**src/sv/sng_pkg.sv**
```systemverilog
`timescale 1ns / 1ps
package sng_pkg;

  // field widths
  localparam int SAMPLE_W   = 24;
  localparam int ENV_W      = 23;
  localparam int GAIN_W     = 17;
  localparam int COEF_W     = 16;
  localparam int RECIP_W    = 25;
  localparam int CFG_DATA_W = 25;
  localparam int CFG_IDX_W  = 3;

  // channel state sets
  localparam int NUM_CHANNELS = 2;
  localparam int CH_IDX_W     = (NUM_CHANNELS > 1) ? $clog2(NUM_CHANNELS) : 1;

  // shared multiplier, signed operands
  localparam int MUL_A_W = 34;
  localparam int MUL_B_W = 26;
  localparam int PROD_W  = MUL_A_W + MUL_B_W;

  localparam logic [GAIN_W-1:0] ONE_Q16   = GAIN_W'(65536);
  localparam logic [ENV_W-1:0]  LEVEL_MAX = ENV_W'(8388607);

  // configuration reset values
  localparam logic [COEF_W-1:0]  RST_ENV_ATTACK   = COEF_W'(64068);
  localparam logic [COEF_W-1:0]  RST_ENV_RELEASE  = COEF_W'(65517);
  localparam logic [COEF_W-1:0]  RST_GAIN_ATTACK  = COEF_W'(62645);
  localparam logic [COEF_W-1:0]  RST_GAIN_RELEASE = COEF_W'(65511);
  localparam logic [ENV_W-1:0]   RST_KNEE_LOW     = ENV_W'(32768);
  localparam logic [ENV_W-1:0]   RST_KNEE_HIGH    = ENV_W'(55000);
  localparam logic [RECIP_W-1:0] RST_KNEE_RECIP   = RECIP_W'(2948000);

  typedef enum logic [CFG_IDX_W-1:0] {
    REG_GATE_ENABLE   = 3'd0,
    REG_ENV_ATTACK    = 3'd1,
    REG_ENV_RELEASE   = 3'd2,
    REG_GAIN_ATTACK   = 3'd3,
    REG_GAIN_RELEASE  = 3'd4,
    REG_KNEE_LOW      = 3'd5,
    REG_KNEE_HIGH     = 3'd6,
    REG_KNEE_RECIP    = 3'd7
  } cfg_idx_t;

  typedef struct packed {
    logic                gate_enable;
    logic [COEF_W-1:0]   env_attack_coeff;
    logic [COEF_W-1:0]   env_release_coeff;
    logic [COEF_W-1:0]   gain_attack_coeff;
    logic [COEF_W-1:0]   gain_release_coeff;
    logic [ENV_W-1:0]    knee_low;
    logic [ENV_W-1:0]    knee_high;
    logic [RECIP_W-1:0]  knee_recip;
  } cfg_t;

  // controller states, one per datapath step
  typedef enum logic [4:0] {
    ST_IDLE,
    ST_LEVEL,
    ST_ENV_MUL0,
    ST_ENV_MUL1,
    ST_ENV_SUM,
    ST_KNEE_MUL,
    ST_KNEE_P,
    ST_P_SQUARE,
    ST_CUBE_MUL,
    ST_TARGET,
    ST_GAIN_MUL0,
    ST_GAIN_MUL1,
    ST_GAIN_SUM,
    ST_OUT_MUL,
    ST_RESULT,
    ST_BYPASS
  } state_t;

  // datapath operations
  typedef enum logic [4:0] {
    OP_NONE,
    OP_CAPTURE,
    OP_LEVEL,
    OP_ENV_MUL0,
    OP_ENV_MUL1,
    OP_ENV_SUM,
    OP_KNEE_MUL,
    OP_KNEE_P,
    OP_P_SQUARE,
    OP_CUBE_MUL,
    OP_TARGET,
    OP_GAIN_MUL0,
    OP_GAIN_MUL1,
    OP_GAIN_SUM,
    OP_OUT_MUL,
    OP_RESULT,
    OP_BYPASS
  } op_t;

  typedef struct packed {
    op_t  op;
    logic out_load;
  } cmd_t;

  typedef struct packed {
    logic bypass;
  } status_t;

endpackage

```
**src/sv/sng_cfg.sv**
```systemverilog
`timescale 1ns / 1ps
module sng_cfg (
  input  logic                              clk,
  input  logic                              rst,
  input  logic                              wr_en,
  input  logic [sng_pkg::CFG_IDX_W-1:0]     wr_index,
  input  logic [sng_pkg::CFG_DATA_W-1:0]    wr_data,
  output sng_pkg::cfg_t                     cfg
);
  import sng_pkg::*;

  // register file with write decode
  always_ff @(posedge clk) begin
    if (rst) begin
      cfg.gate_enable        <= 1'b1;
      cfg.env_attack_coeff   <= RST_ENV_ATTACK;
      cfg.env_release_coeff  <= RST_ENV_RELEASE;
      cfg.gain_attack_coeff  <= RST_GAIN_ATTACK;
      cfg.gain_release_coeff <= RST_GAIN_RELEASE;
      cfg.knee_low           <= RST_KNEE_LOW;
      cfg.knee_high          <= RST_KNEE_HIGH;
      cfg.knee_recip         <= RST_KNEE_RECIP;
    end else if (wr_en) begin
      unique case (cfg_idx_t'(wr_index))
        REG_GATE_ENABLE:  cfg.gate_enable        <= wr_data[0];
        REG_ENV_ATTACK:   cfg.env_attack_coeff   <= wr_data[COEF_W-1:0];
        REG_ENV_RELEASE:  cfg.env_release_coeff  <= wr_data[COEF_W-1:0];
        REG_GAIN_ATTACK:  cfg.gain_attack_coeff  <= wr_data[COEF_W-1:0];
        REG_GAIN_RELEASE: cfg.gain_release_coeff <= wr_data[COEF_W-1:0];
        REG_KNEE_LOW:     cfg.knee_low           <= wr_data[ENV_W-1:0];
        REG_KNEE_HIGH:    cfg.knee_high          <= wr_data[ENV_W-1:0];
        REG_KNEE_RECIP:   cfg.knee_recip         <= wr_data[RECIP_W-1:0];
        default: ;
      endcase
    end
  end

endmodule

```
**config.mk**
```make
export PLATFORM = sky130hd
export DESIGN_NAME = sng_cfg
export DESIGN_NICKNAME = d
export VERILOG_FILES = /design/src/sv/sng_pkg.sv /design/src/sv/sng_cfg.sv
export SDC_FILE = /design/constraint.sdc
export NUM_CORES = 1
export LEC_CHECK = 0
export BUFFER_PORTS_ARGS = -buffer_cell sky130_fd_sc_hd__buf_2
export CORE_ASPECT_RATIO = 1.5
export CORE_MARGIN = 10
export CORE_UTILIZATION = 35
export CTS_BUF_LIST = sky130_fd_sc_hd__clkbuf_8 sky130_fd_sc_hd__clkbuf_16
export DETAILED_ROUTE_END_ITERATION = 6
export PLACE_DENSITY = 0.68
export RECOVER_POWER = 100
export SYNTH_ARGS = -nofsm -noshare
export SYNTH_HDL_FRONTEND = slang
export SYNTH_SLANG_ARGS = --single-unit
export TNS_END_PERCENT = 20
```
**constraint.sdc**
```tcl
create_clock -name clk -period 2.8 [get_ports clk]
set_input_delay 0.56 -clock clk [delete_from_list [all_inputs] [get_ports clk]]
set_output_delay 0.56 -clock clk [all_outputs]
set_load 0.1 [all_outputs]
```
==> results.tsv <==
metric	value	unit
status	completed	
finalNonFillerCells	870	
design.core.area	15140	um^2
largest_reg_flops	136	
setup_tns	0	ns
cts_tree	done	
grt_max_degree	63	
synth-edff-count	0	
top_regs	cfg: 136 flops	
diodes	0	
vdd_ir_drop_max	0.3080	mV
dpl.hpwl	11.76	mm
ys_seq_elements	136	
top_register	cfg	
antenna_found_initial	0	
drc	0	
top_layer	met4	
ff2ff_setup_slack	2.10	ns
grt-ovfl-total	0	
worst_ep_required_time	2.24	ns
min_to	cfg[24]	
rows	55	
synth_cell_types	19	
wl_met1	6.224	mm
grt_pass1_wl	23.10	mm
cp-end-kind	output pin	
ys_seq_area_share	50.50	%
r2r_cells	2	
synth_area_leaders	dfxtp_1 50%, mux2i_1 25%, nand2b_1 11%	
syn_avg_cell_area	10.74	um^2
cts_max_level	4	
cts-buffers-inserted	17	
port_buffers	166	
initial_core_util	35.61	%
r2r_start	cfg[112]	
setup_viol	0	
hold_buffers	0	
worstHoldPathCells	3	
die_width	121.3	um
wl_met3	968	um
path_max_fanout	2	
yosys-top-cells-count	136 x dfxtp_1, 136 x mux2i_1, 91 x nand2b_1	
hp-start	wr_data[24]	
area_growth	22.91	%
crit_family	buffers and inverters	
syn_area	5391	um^2
crit_buf_inv	1	
gp_congestion	0.8024	
drt_wl_total	15.61	mm
post-cts-setup-buffer-count	0	
final_nets	689	
arrival	1.68	ns
syn-num-nets	533	
ant_nets	0	
crit_chain	clkbuf_1	
slew_viol_final	0	
drt-initial-drc-count	195	
yosysTopAreaCell	dfxtp_1	
clock_sinks	136	
yosys_warnings	0	
die-area	20870	um^2
maxCapViolations	0	
period_minus_slack	2.241	ns
root_buffer	clkbuf_16	
period_share	80.05	%
cts_buffer_depth	2	
cp_slowest_cell	clkbuf_1	
die_h	172.0	um
synthFlopType	dfxtp_1	
power.density	701.1	nW/um^2
hold_slack	0.4213	ns
skew	0	ns
totalPowerFinal	0.004646	W
clock_latency	0.41	ns
synthCells	502	
place_inst	838	
hold_viol_final	0	
synth.top_cell.area_share	50.50	%
dr.pass1.iters	6	
drive_gt1_share	10.28	%
routedWlPerCell	17.95	um
grtUsageTotal	14.41	%
cts_resized	0	
rsz0062_at_grt	no	
vias	4055	
tightest_slew	1.282	ns
r2r_end	cfg[112]	
met2_wirelength	7.954	mm
synthArstFlopShare	0	%
hold_path_class	input port to flop	
clock.fmax	446.2	MHz
path_class	flop to output pin	
clkTransAtPathRegs	0.06	ns
slew_headroom	14.51	%
cp_slowest_stage_delay	0.94	ns
via_per_inst	4.661	
p_leak	2.914	nW
io-pin-count	167	
grt_pass1_vias	4188	
cp-start-kind	flop	
metal layers:
| metal | vias to the layer above | global-route usage [%] |
|---|---|---|
| li1 | 1969 | - |
| met1 | 1930 | 15.06 |
| met2 | 126 | 24.88 |
| met3 | 30 | 5.222 |
| met4 | 0 | 7.176 |
| met5 | - | 0 |
final cells by class:
class | count | area [um^2]
clock buffer | 18 | 439.2
clock inverter | 14 | 116.4
fill | 1547 | 8513
multi-input combinational | 326 | 2372
sequential | 136 | 2723
tap | 199 | 249.0
timing repair buffer | 177 | 726.9
cells by family after synthesis:
group | after synthesis | share of synthesized area [%]
AND/OR/NAND/NOR | 190 | 19.01
multiplexers | 136 | 25.25
flip-flops | 136 | 50.50
buffers and inverters | 40 | 5.245
worst min-delay path, stage by stage:
cell	delay, ns
buf_2	0.09
nand2b_1	0.06
mux2i_1	0.07
power breakdown:
group | switching, W | internal, W | total, W | leakage (nW)
registers | 0.0000245 | 0.00198 | 0.00200 | 1.10
logic | 0.000465 | 0.000110 | 0.000576 | 1.56
clock network | 0.000895 | 0.00117 | 0.00207 | 0.250
total | 0.00139 | 0.00326 | 0.00465 | 2.91
layout by cell type (no fill, tap or decap):
cell        synthesis  layout
clkbuf_2            0       1
nand4_1             1       1
nand4b_1            2       2
inv_8               0       1
and4_1              0       1
and4bb_1            1       1
nor2_1             87      88
clkbuf_16           0      17
clkbuf_8            0       1
inv_6               0       3
and4b_1             1       2
buf_2              15      28
nor4b_1             1       1
clkbuf_1            7     141
nand4bb_1           2       2
dfxtp_1           136     136
nand2b_1           91      91
clkinv_4            0       3
buf_4               8       7
clkinvlp_4          0       7
nand4b_2            0       1
mux2i_1           136     136
worst max-delay path by stage:
| stage | startpoint | end | slack, ns | cells past startpoint |
|---|---|---|---|---|
| floorplan | cfg[0] | cfg[0] | 1.31 | 0 |
| global placement | rst | cfg[116] | 0.90 | 5 |
| detailed placement | rst | cfg[100] | 0.89 | 5 |
| CTS | cfg[99] | cfg[99] | 0.96 | 1 |
| global route | cfg[28] | cfg[28] | 0.50 | 1 |
| finish | cfg[28] | cfg[28] | 0.56 | 1 |
through the flow:
stage	setup slack [ns]	instance area (um^2)	utilization, %
2_1_floorplan	1.315	5391	-
6_report	0.5587	6626	43.77
3_5_place_dp	0.8855	6286	41.52
4_1_cts	0.9638	6842	45.19
3_3_place_gp	0.8995	6286	41.52
5_1_grt	0.5008	6626	43.77
Note: power is estimated with default switching activity, not from simulation.
