$ cat src/sv/sng_pkg.sv
`timescale 1ns / 1ps
package sng_pkg;

  // field widths
  localparam int SAMPLE_W   = 24;
  localparam int ENV_W      = 23;
  localparam int GAIN_W     = 17;
  localparam int COEF_W     = 16;
  localparam int RECIP_W    = 25;
  localparam int CFG_DATA_W = 25;
  localparam int CFG_IDX_W  = 3;

  // channel state sets
  localparam int NUM_CHANNELS = 2;
  localparam int CH_IDX_W     = (NUM_CHANNELS > 1) ? $clog2(NUM_CHANNELS) : 1;

  // shared multiplier, signed operands
  localparam int MUL_A_W = 34;
  localparam int MUL_B_W = 26;
  localparam int PROD_W  = MUL_A_W + MUL_B_W;

  localparam logic [GAIN_W-1:0] ONE_Q16   = GAIN_W'(65536);
  localparam logic [ENV_W-1:0]  LEVEL_MAX = ENV_W'(8388607);

  // configuration reset values
  localparam logic [COEF_W-1:0]  RST_ENV_ATTACK   = COEF_W'(64068);
  localparam logic [COEF_W-1:0]  RST_ENV_RELEASE  = COEF_W'(65517);
  localparam logic [COEF_W-1:0]  RST_GAIN_ATTACK  = COEF_W'(62645);
  localparam logic [COEF_W-1:0]  RST_GAIN_RELEASE = COEF_W'(65511);
  localparam logic [ENV_W-1:0]   RST_KNEE_LOW     = ENV_W'(32768);
  localparam logic [ENV_W-1:0]   RST_KNEE_HIGH    = ENV_W'(55000);
  localparam logic [RECIP_W-1:0] RST_KNEE_RECIP   = RECIP_W'(2948000);

  typedef enum logic [CFG_IDX_W-1:0] {
    REG_GATE_ENABLE   = 3'd0,
    REG_ENV_ATTACK    = 3'd1,
    REG_ENV_RELEASE   = 3'd2,
    REG_GAIN_ATTACK   = 3'd3,
    REG_GAIN_RELEASE  = 3'd4,
    REG_KNEE_LOW      = 3'd5,
    REG_KNEE_HIGH     = 3'd6,
    REG_KNEE_RECIP    = 3'd7
  } cfg_idx_t;

  typedef struct packed {
    logic                gate_enable;
    logic [COEF_W-1:0]   env_attack_coeff;
    logic [COEF_W-1:0]   env_release_coeff;
    logic [COEF_W-1:0]   gain_attack_coeff;
    logic [COEF_W-1:0]   gain_release_coeff;
    logic [ENV_W-1:0]    knee_low;
    logic [ENV_W-1:0]    knee_high;
    logic [RECIP_W-1:0]  knee_recip;
  } cfg_t;

  // controller states, one per datapath step
  typedef enum logic [4:0] {
    ST_IDLE,
    ST_LEVEL,
    ST_ENV_MUL0,
    ST_ENV_MUL1,
    ST_ENV_SUM,
    ST_KNEE_MUL,
    ST_KNEE_P,
    ST_P_SQUARE,
    ST_CUBE_MUL,
    ST_TARGET,
    ST_GAIN_MUL0,
    ST_GAIN_MUL1,
    ST_GAIN_SUM,
    ST_OUT_MUL,
    ST_RESULT,
    ST_BYPASS
  } state_t;

  // datapath operations
  typedef enum logic [4:0] {
    OP_NONE,
    OP_CAPTURE,
    OP_LEVEL,
    OP_ENV_MUL0,
    OP_ENV_MUL1,
    OP_ENV_SUM,
    OP_KNEE_MUL,
    OP_KNEE_P,
    OP_P_SQUARE,
    OP_CUBE_MUL,
    OP_TARGET,
    OP_GAIN_MUL0,
    OP_GAIN_MUL1,
    OP_GAIN_SUM,
    OP_OUT_MUL,
    OP_RESULT,
    OP_BYPASS
  } op_t;

  typedef struct packed {
    op_t  op;
    logic out_load;
  } cmd_t;

  typedef struct packed {
    logic bypass;
  } status_t;

endpackage

$ cat src/sv/sng_ctrl.sv
`timescale 1ns / 1ps
module sng_ctrl (
  input  logic              clk,
  input  logic              rst,
  input  logic              in_valid,
  output logic              in_ready,
  input  logic              out_ready,
  output logic              out_valid,
  input  sng_pkg::status_t  status,
  output sng_pkg::cmd_t     cmd
);
  import sng_pkg::*;

  state_t state, state_next;
  logic   out_busy;

  assign out_busy = out_valid && !out_ready;

  // state register
  always_ff @(posedge clk) begin
    if (rst) begin
      state <= ST_IDLE;
    end else begin
      state <= state_next;
    end
  end

  // next state
  always_comb begin
    state_next = state;
    unique case (state)
      ST_IDLE:      if (in_valid) state_next = ST_LEVEL;
      ST_LEVEL:     state_next = status.bypass ? ST_BYPASS : ST_ENV_MUL0;
      ST_ENV_MUL0:  state_next = ST_ENV_MUL1;
      ST_ENV_MUL1:  state_next = ST_ENV_SUM;
      ST_ENV_SUM:   state_next = ST_KNEE_MUL;
      ST_KNEE_MUL:  state_next = ST_KNEE_P;
      ST_KNEE_P:    state_next = ST_P_SQUARE;
      ST_P_SQUARE:  state_next = ST_CUBE_MUL;
      ST_CUBE_MUL:  state_next = ST_TARGET;
      ST_TARGET:    state_next = ST_GAIN_MUL0;
      ST_GAIN_MUL0: state_next = ST_GAIN_MUL1;
      ST_GAIN_MUL1: state_next = ST_GAIN_SUM;
      ST_GAIN_SUM:  state_next = ST_OUT_MUL;
      ST_OUT_MUL:   state_next = ST_RESULT;
      ST_RESULT:    if (!out_busy) state_next = ST_IDLE;
      ST_BYPASS:    if (!out_busy) state_next = ST_IDLE;
      default:      state_next = ST_IDLE;
    endcase
  end

  // outputs: datapath command and input ready
  always_comb begin
    cmd.op       = OP_NONE;
    cmd.out_load = 1'b0;
    in_ready     = 1'b0;
    unique case (state)
      ST_IDLE: begin
        in_ready = 1'b1;
        if (in_valid) cmd.op = OP_CAPTURE;
      end
      ST_LEVEL:     cmd.op = OP_LEVEL;
      ST_ENV_MUL0:  cmd.op = OP_ENV_MUL0;
      ST_ENV_MUL1:  cmd.op = OP_ENV_MUL1;
      ST_ENV_SUM:   cmd.op = OP_ENV_SUM;
      ST_KNEE_MUL:  cmd.op = OP_KNEE_MUL;
      ST_KNEE_P:    cmd.op = OP_KNEE_P;
      ST_P_SQUARE:  cmd.op = OP_P_SQUARE;
      ST_CUBE_MUL:  cmd.op = OP_CUBE_MUL;
      ST_TARGET:    cmd.op = OP_TARGET;
      ST_GAIN_MUL0: cmd.op = OP_GAIN_MUL0;
      ST_GAIN_MUL1: cmd.op = OP_GAIN_MUL1;
      ST_GAIN_SUM:  cmd.op = OP_GAIN_SUM;
      ST_OUT_MUL:   cmd.op = OP_OUT_MUL;
      ST_RESULT: begin
        cmd.op       = OP_RESULT;
        cmd.out_load = !out_busy;
      end
      ST_BYPASS: begin
        cmd.op       = OP_BYPASS;
        cmd.out_load = !out_busy;
      end
      default: ;
    endcase
  end

  // output valid flag
  always_ff @(posedge clk) begin
    if (rst) begin
      out_valid <= 1'b0;
    end else if (cmd.out_load) begin
      out_valid <= 1'b1;
    end else if (out_ready) begin
      out_valid <= 1'b0;
    end
  end

endmodule

$ cat config.mk
export PLATFORM = sky130hd
export DESIGN_NAME = sng_ctrl
export DESIGN_NICKNAME = d
export VERILOG_FILES = /design/src/sv/sng_pkg.sv /design/src/sv/sng_ctrl.sv
export SDC_FILE = /design/constraint.sdc
export NUM_CORES = 1
export LEC_CHECK = 0
export BUFFER_PORTS_ARGS = -buffer_cell sky130_fd_sc_hd__buf_2
export CAP_MARGIN = 20
export CORE_AREA = 2 2 39 41
export DETAILED_ROUTE_END_ITERATION = 10
export DIE_AREA = 0 0 41 43
export PLACE_DENSITY = 0.57
export SKIP_CTS_REPAIR_TIMING = 1
export SYNTH_ARGS = -nofsm -noshare
export SYNTH_HDL_FRONTEND = slang
export SYNTH_SLANG_ARGS = --single-unit
$ cat constraint.sdc
create_clock -name clk -period 1.3 [get_ports clk]
set_clock_uncertainty 0.05 [all_clocks]
set_input_delay 0 -clock clk [delete_from_list [all_inputs] [get_ports clk]]
set_output_delay 0 -clock clk [all_outputs]
set_load 0.005 [all_outputs]
==> metrics.txt <==
status complete, but fails checks; CTS tree done; final setup fails 0; Synth area leader dfxtp_1; worst setup slack after layout 0.0683 ns; syn_area_per_cell 7.94 sq um; capturing element type of the critical path output pin; Final min period 1.23 ns; sequential fraction of the synthesis area ~29%; DRT Wirelength between 800 and 900 um; worst r2r dst state[0]$_SDFFE_PP0P_; Yosys cell types 22; area delta synth->final 46.2%; DP Area 460 sq um; power per cell area ~1100 nW/um^2; clk buf depth 2; DIE HEIGHT between 40 and 50 um; Pleak 0.227 nW; Core Box Area 1380 sq um; synth cell count leaders dfxtp_1 (5), nor2_1 (5), a211oi_1 (3), nand2_1 (3), nor2b_1 (3); Clock Sinks 5; unrepaired setup endpoints after global routing true; 1st-iter DRT viols 6; Synth Instances 43; Crit Reg-Reg Startpoint state[3]$_SDFFE_PP0P_; remaining antenna violation count after routing 0; Inserted Clock Buffers 3; FP Rows 14; Top Ports 13; Worst Reg-to-Reg Cells 3; failing checks hold timing; GRT overflow 0; Syn. warnings 0; CP max FO 9; CTS clk-pin slew, worst paths around 0.040 ns; Seq cells post-synth 5; Clock Latency Late Sink 0.24 ns; share of layout cells above drive strength 1 ~45%; R2R Setup Slk 0.09 ns; async set-or-reset flop fraction in the synthesized netlist 0%; Worst Tran Pin Value between 0.3 and 0.4 ns; filler cell count around 160; RePlAce Congestion between 0.7 and 0.8; Syn Nets 48; clk root buf clkbuf_4; # DRC 0; Antenna diodes 0; hold path start status; CP startpoint kind register; Initial Util between 20% and 30%; TNS Setup 0 ns; Post-synth EDFFs 0; Post-Place Setup Slack 0.0647 ns; global-route wire length before repair approximately 1.2 mm; worst vdd ir 0.000270 V; WHS Endpoint state[3]$_SDFFE_PP0P_; vias per cell about 5; Final Hold Fails 1; fin crit share 94.7%; WP data required around 1.3 ns; Min-Delay Path Depth 3; max_cap viols 0; Crit Path Category register to output pin; placed wire-length estimate 668 um; H-tree levels 1; top post-synthesis cells by area dfxtp_1 (29%), a211oi_1 (6.6%), nor2_1 (5.5%), nor2b_1 (5.5%), xnor2_1 (5.1%); Max Slew Vio Count 0; area of the die ~1800 sq um; drt first pass iters 4; ys flop type dfxtp_1; WP data arrival between 1 and 1.5 ns; die width 41 um; pin count of the biggest net entering global routing 10; hold crit path type input pin to register; detailed-route via count 395; Routed wire per std cell around 11 um; Mapped Area 342 sq um; Final Util between 30% and 40%; port bufs 12; Yosys top cell area share 29.3%; vias in the first global route roughly 340; fin nets 71; Hold Worst Slack -0.00752 ns; initial antenna violation count 0; GR Util All Layers around a tenth; slew margin rel. between 70 and 80%; fin area 499 sq um; Fmax just over 800 MHz
## per-stage QoR
step | instances | power (W)
floorplan | 43 | 0.000313
global route | 81 | 0.000609
global placement | 76 | 0.000390
detailed placement | 76 | 0.000391
CTS | 80 | 0.000576
finish | 81 | 0.000570
## worst max path at each step
stage	start	end	slack (ns)	cells after the start
after global routing	state[3]$_SDFFE_PP0P_	cmd[0]	-0.01	4
after global placement	state[2]$_SDFFE_PP0P_	state[0]$_SDFFE_PP0P_	0.10	3
after floorplan	state[0]$_SDFFE_PP0P_	state[0]$_SDFFE_PP0P_	0.13	4
after detailed placement	state[2]$_SDFFE_PP0P_	state[0]$_SDFFE_PP0P_	0.06	3
final	state[3]$_SDFFE_PP0P_	cmd[0]	0.07	4
after CTS	state[1]$_SDFFE_PP0P_	cmd[4]	0.03	4
## final cells by class
cell class / instances / area [sq um] / area share, %
Clock buffer: 4 / 26.3 / 5.26
Inverter: 2 / 7.51 / 1.50
Multi-Input combinational cell: 32 / 205 / 41.1
Sequential cell: 5 / 103 / 20.6
Tap cell: 16 / 20.0 / 4.01
Timing Repair Buffer: 22 / 138 / 27.6
## power by group
part,switching (W),internal [W]
clock network,0.0000647,0.000116
registers,0.0000209,0.000172
logic,0.0000920,0.000104
## metal layers
metal | global-route usage [%] | wire length, um | vias up
met2 | 15.0 | 372 | 15
met4 | 6.00 | 30 | 0
li1 | - | - | 197
met1 | 11.9 | 381 | 179
met5 | 0 | 0 | -
met3 | 4.19 | 68 | 4
## registers in the layout (all words and copies together), names as in the netlist
name and count:
out_valid 1, state 4
## cell usage in the layout, fill, tap and decap left out
master,synthesis,final
buf_4,1,9
dlygate4sd3_1,0,1
a211oi_1,3,3
clkbuf_1,0,1
a2111oi_1,1,1
nor2b_1,3,3
a21oi_1,1,1
clkbuf_4,0,3
nor2_2,1,1
dfxtp_2,0,2
nor2_1,5,5
inv_1,2,2
xor2_1,1,1
o21ai_0,2,2
xnor2_1,2,2
dfxtp_1,5,3
nand2_1,3,3
a31oi_1,2,2
nand2_4,1,1
a311o_2,1,1
or4b_1,1,1
nand3_1,2,2
nand4b_1,1,1
nor4_1,2,2
buf_2,2,12
## kinds of logic after synthesis
logic type	share of synthesized area, %
XOR/XNOR	7.69
buffers and inverters	10.6
AO/OA/AOI/OAI	20.9
flip-flops	29.3
AND/OR/NAND/NOR	31.5
## critical path, stage by stage (launching register included)
cell and delay, ns:
dfxtp_1 0.38, buf_4 0.18, nand3_1 0.09, nor2_1 0.15
buf_2 0.14
No activity file was read; power rests on OpenSTA's default activity.
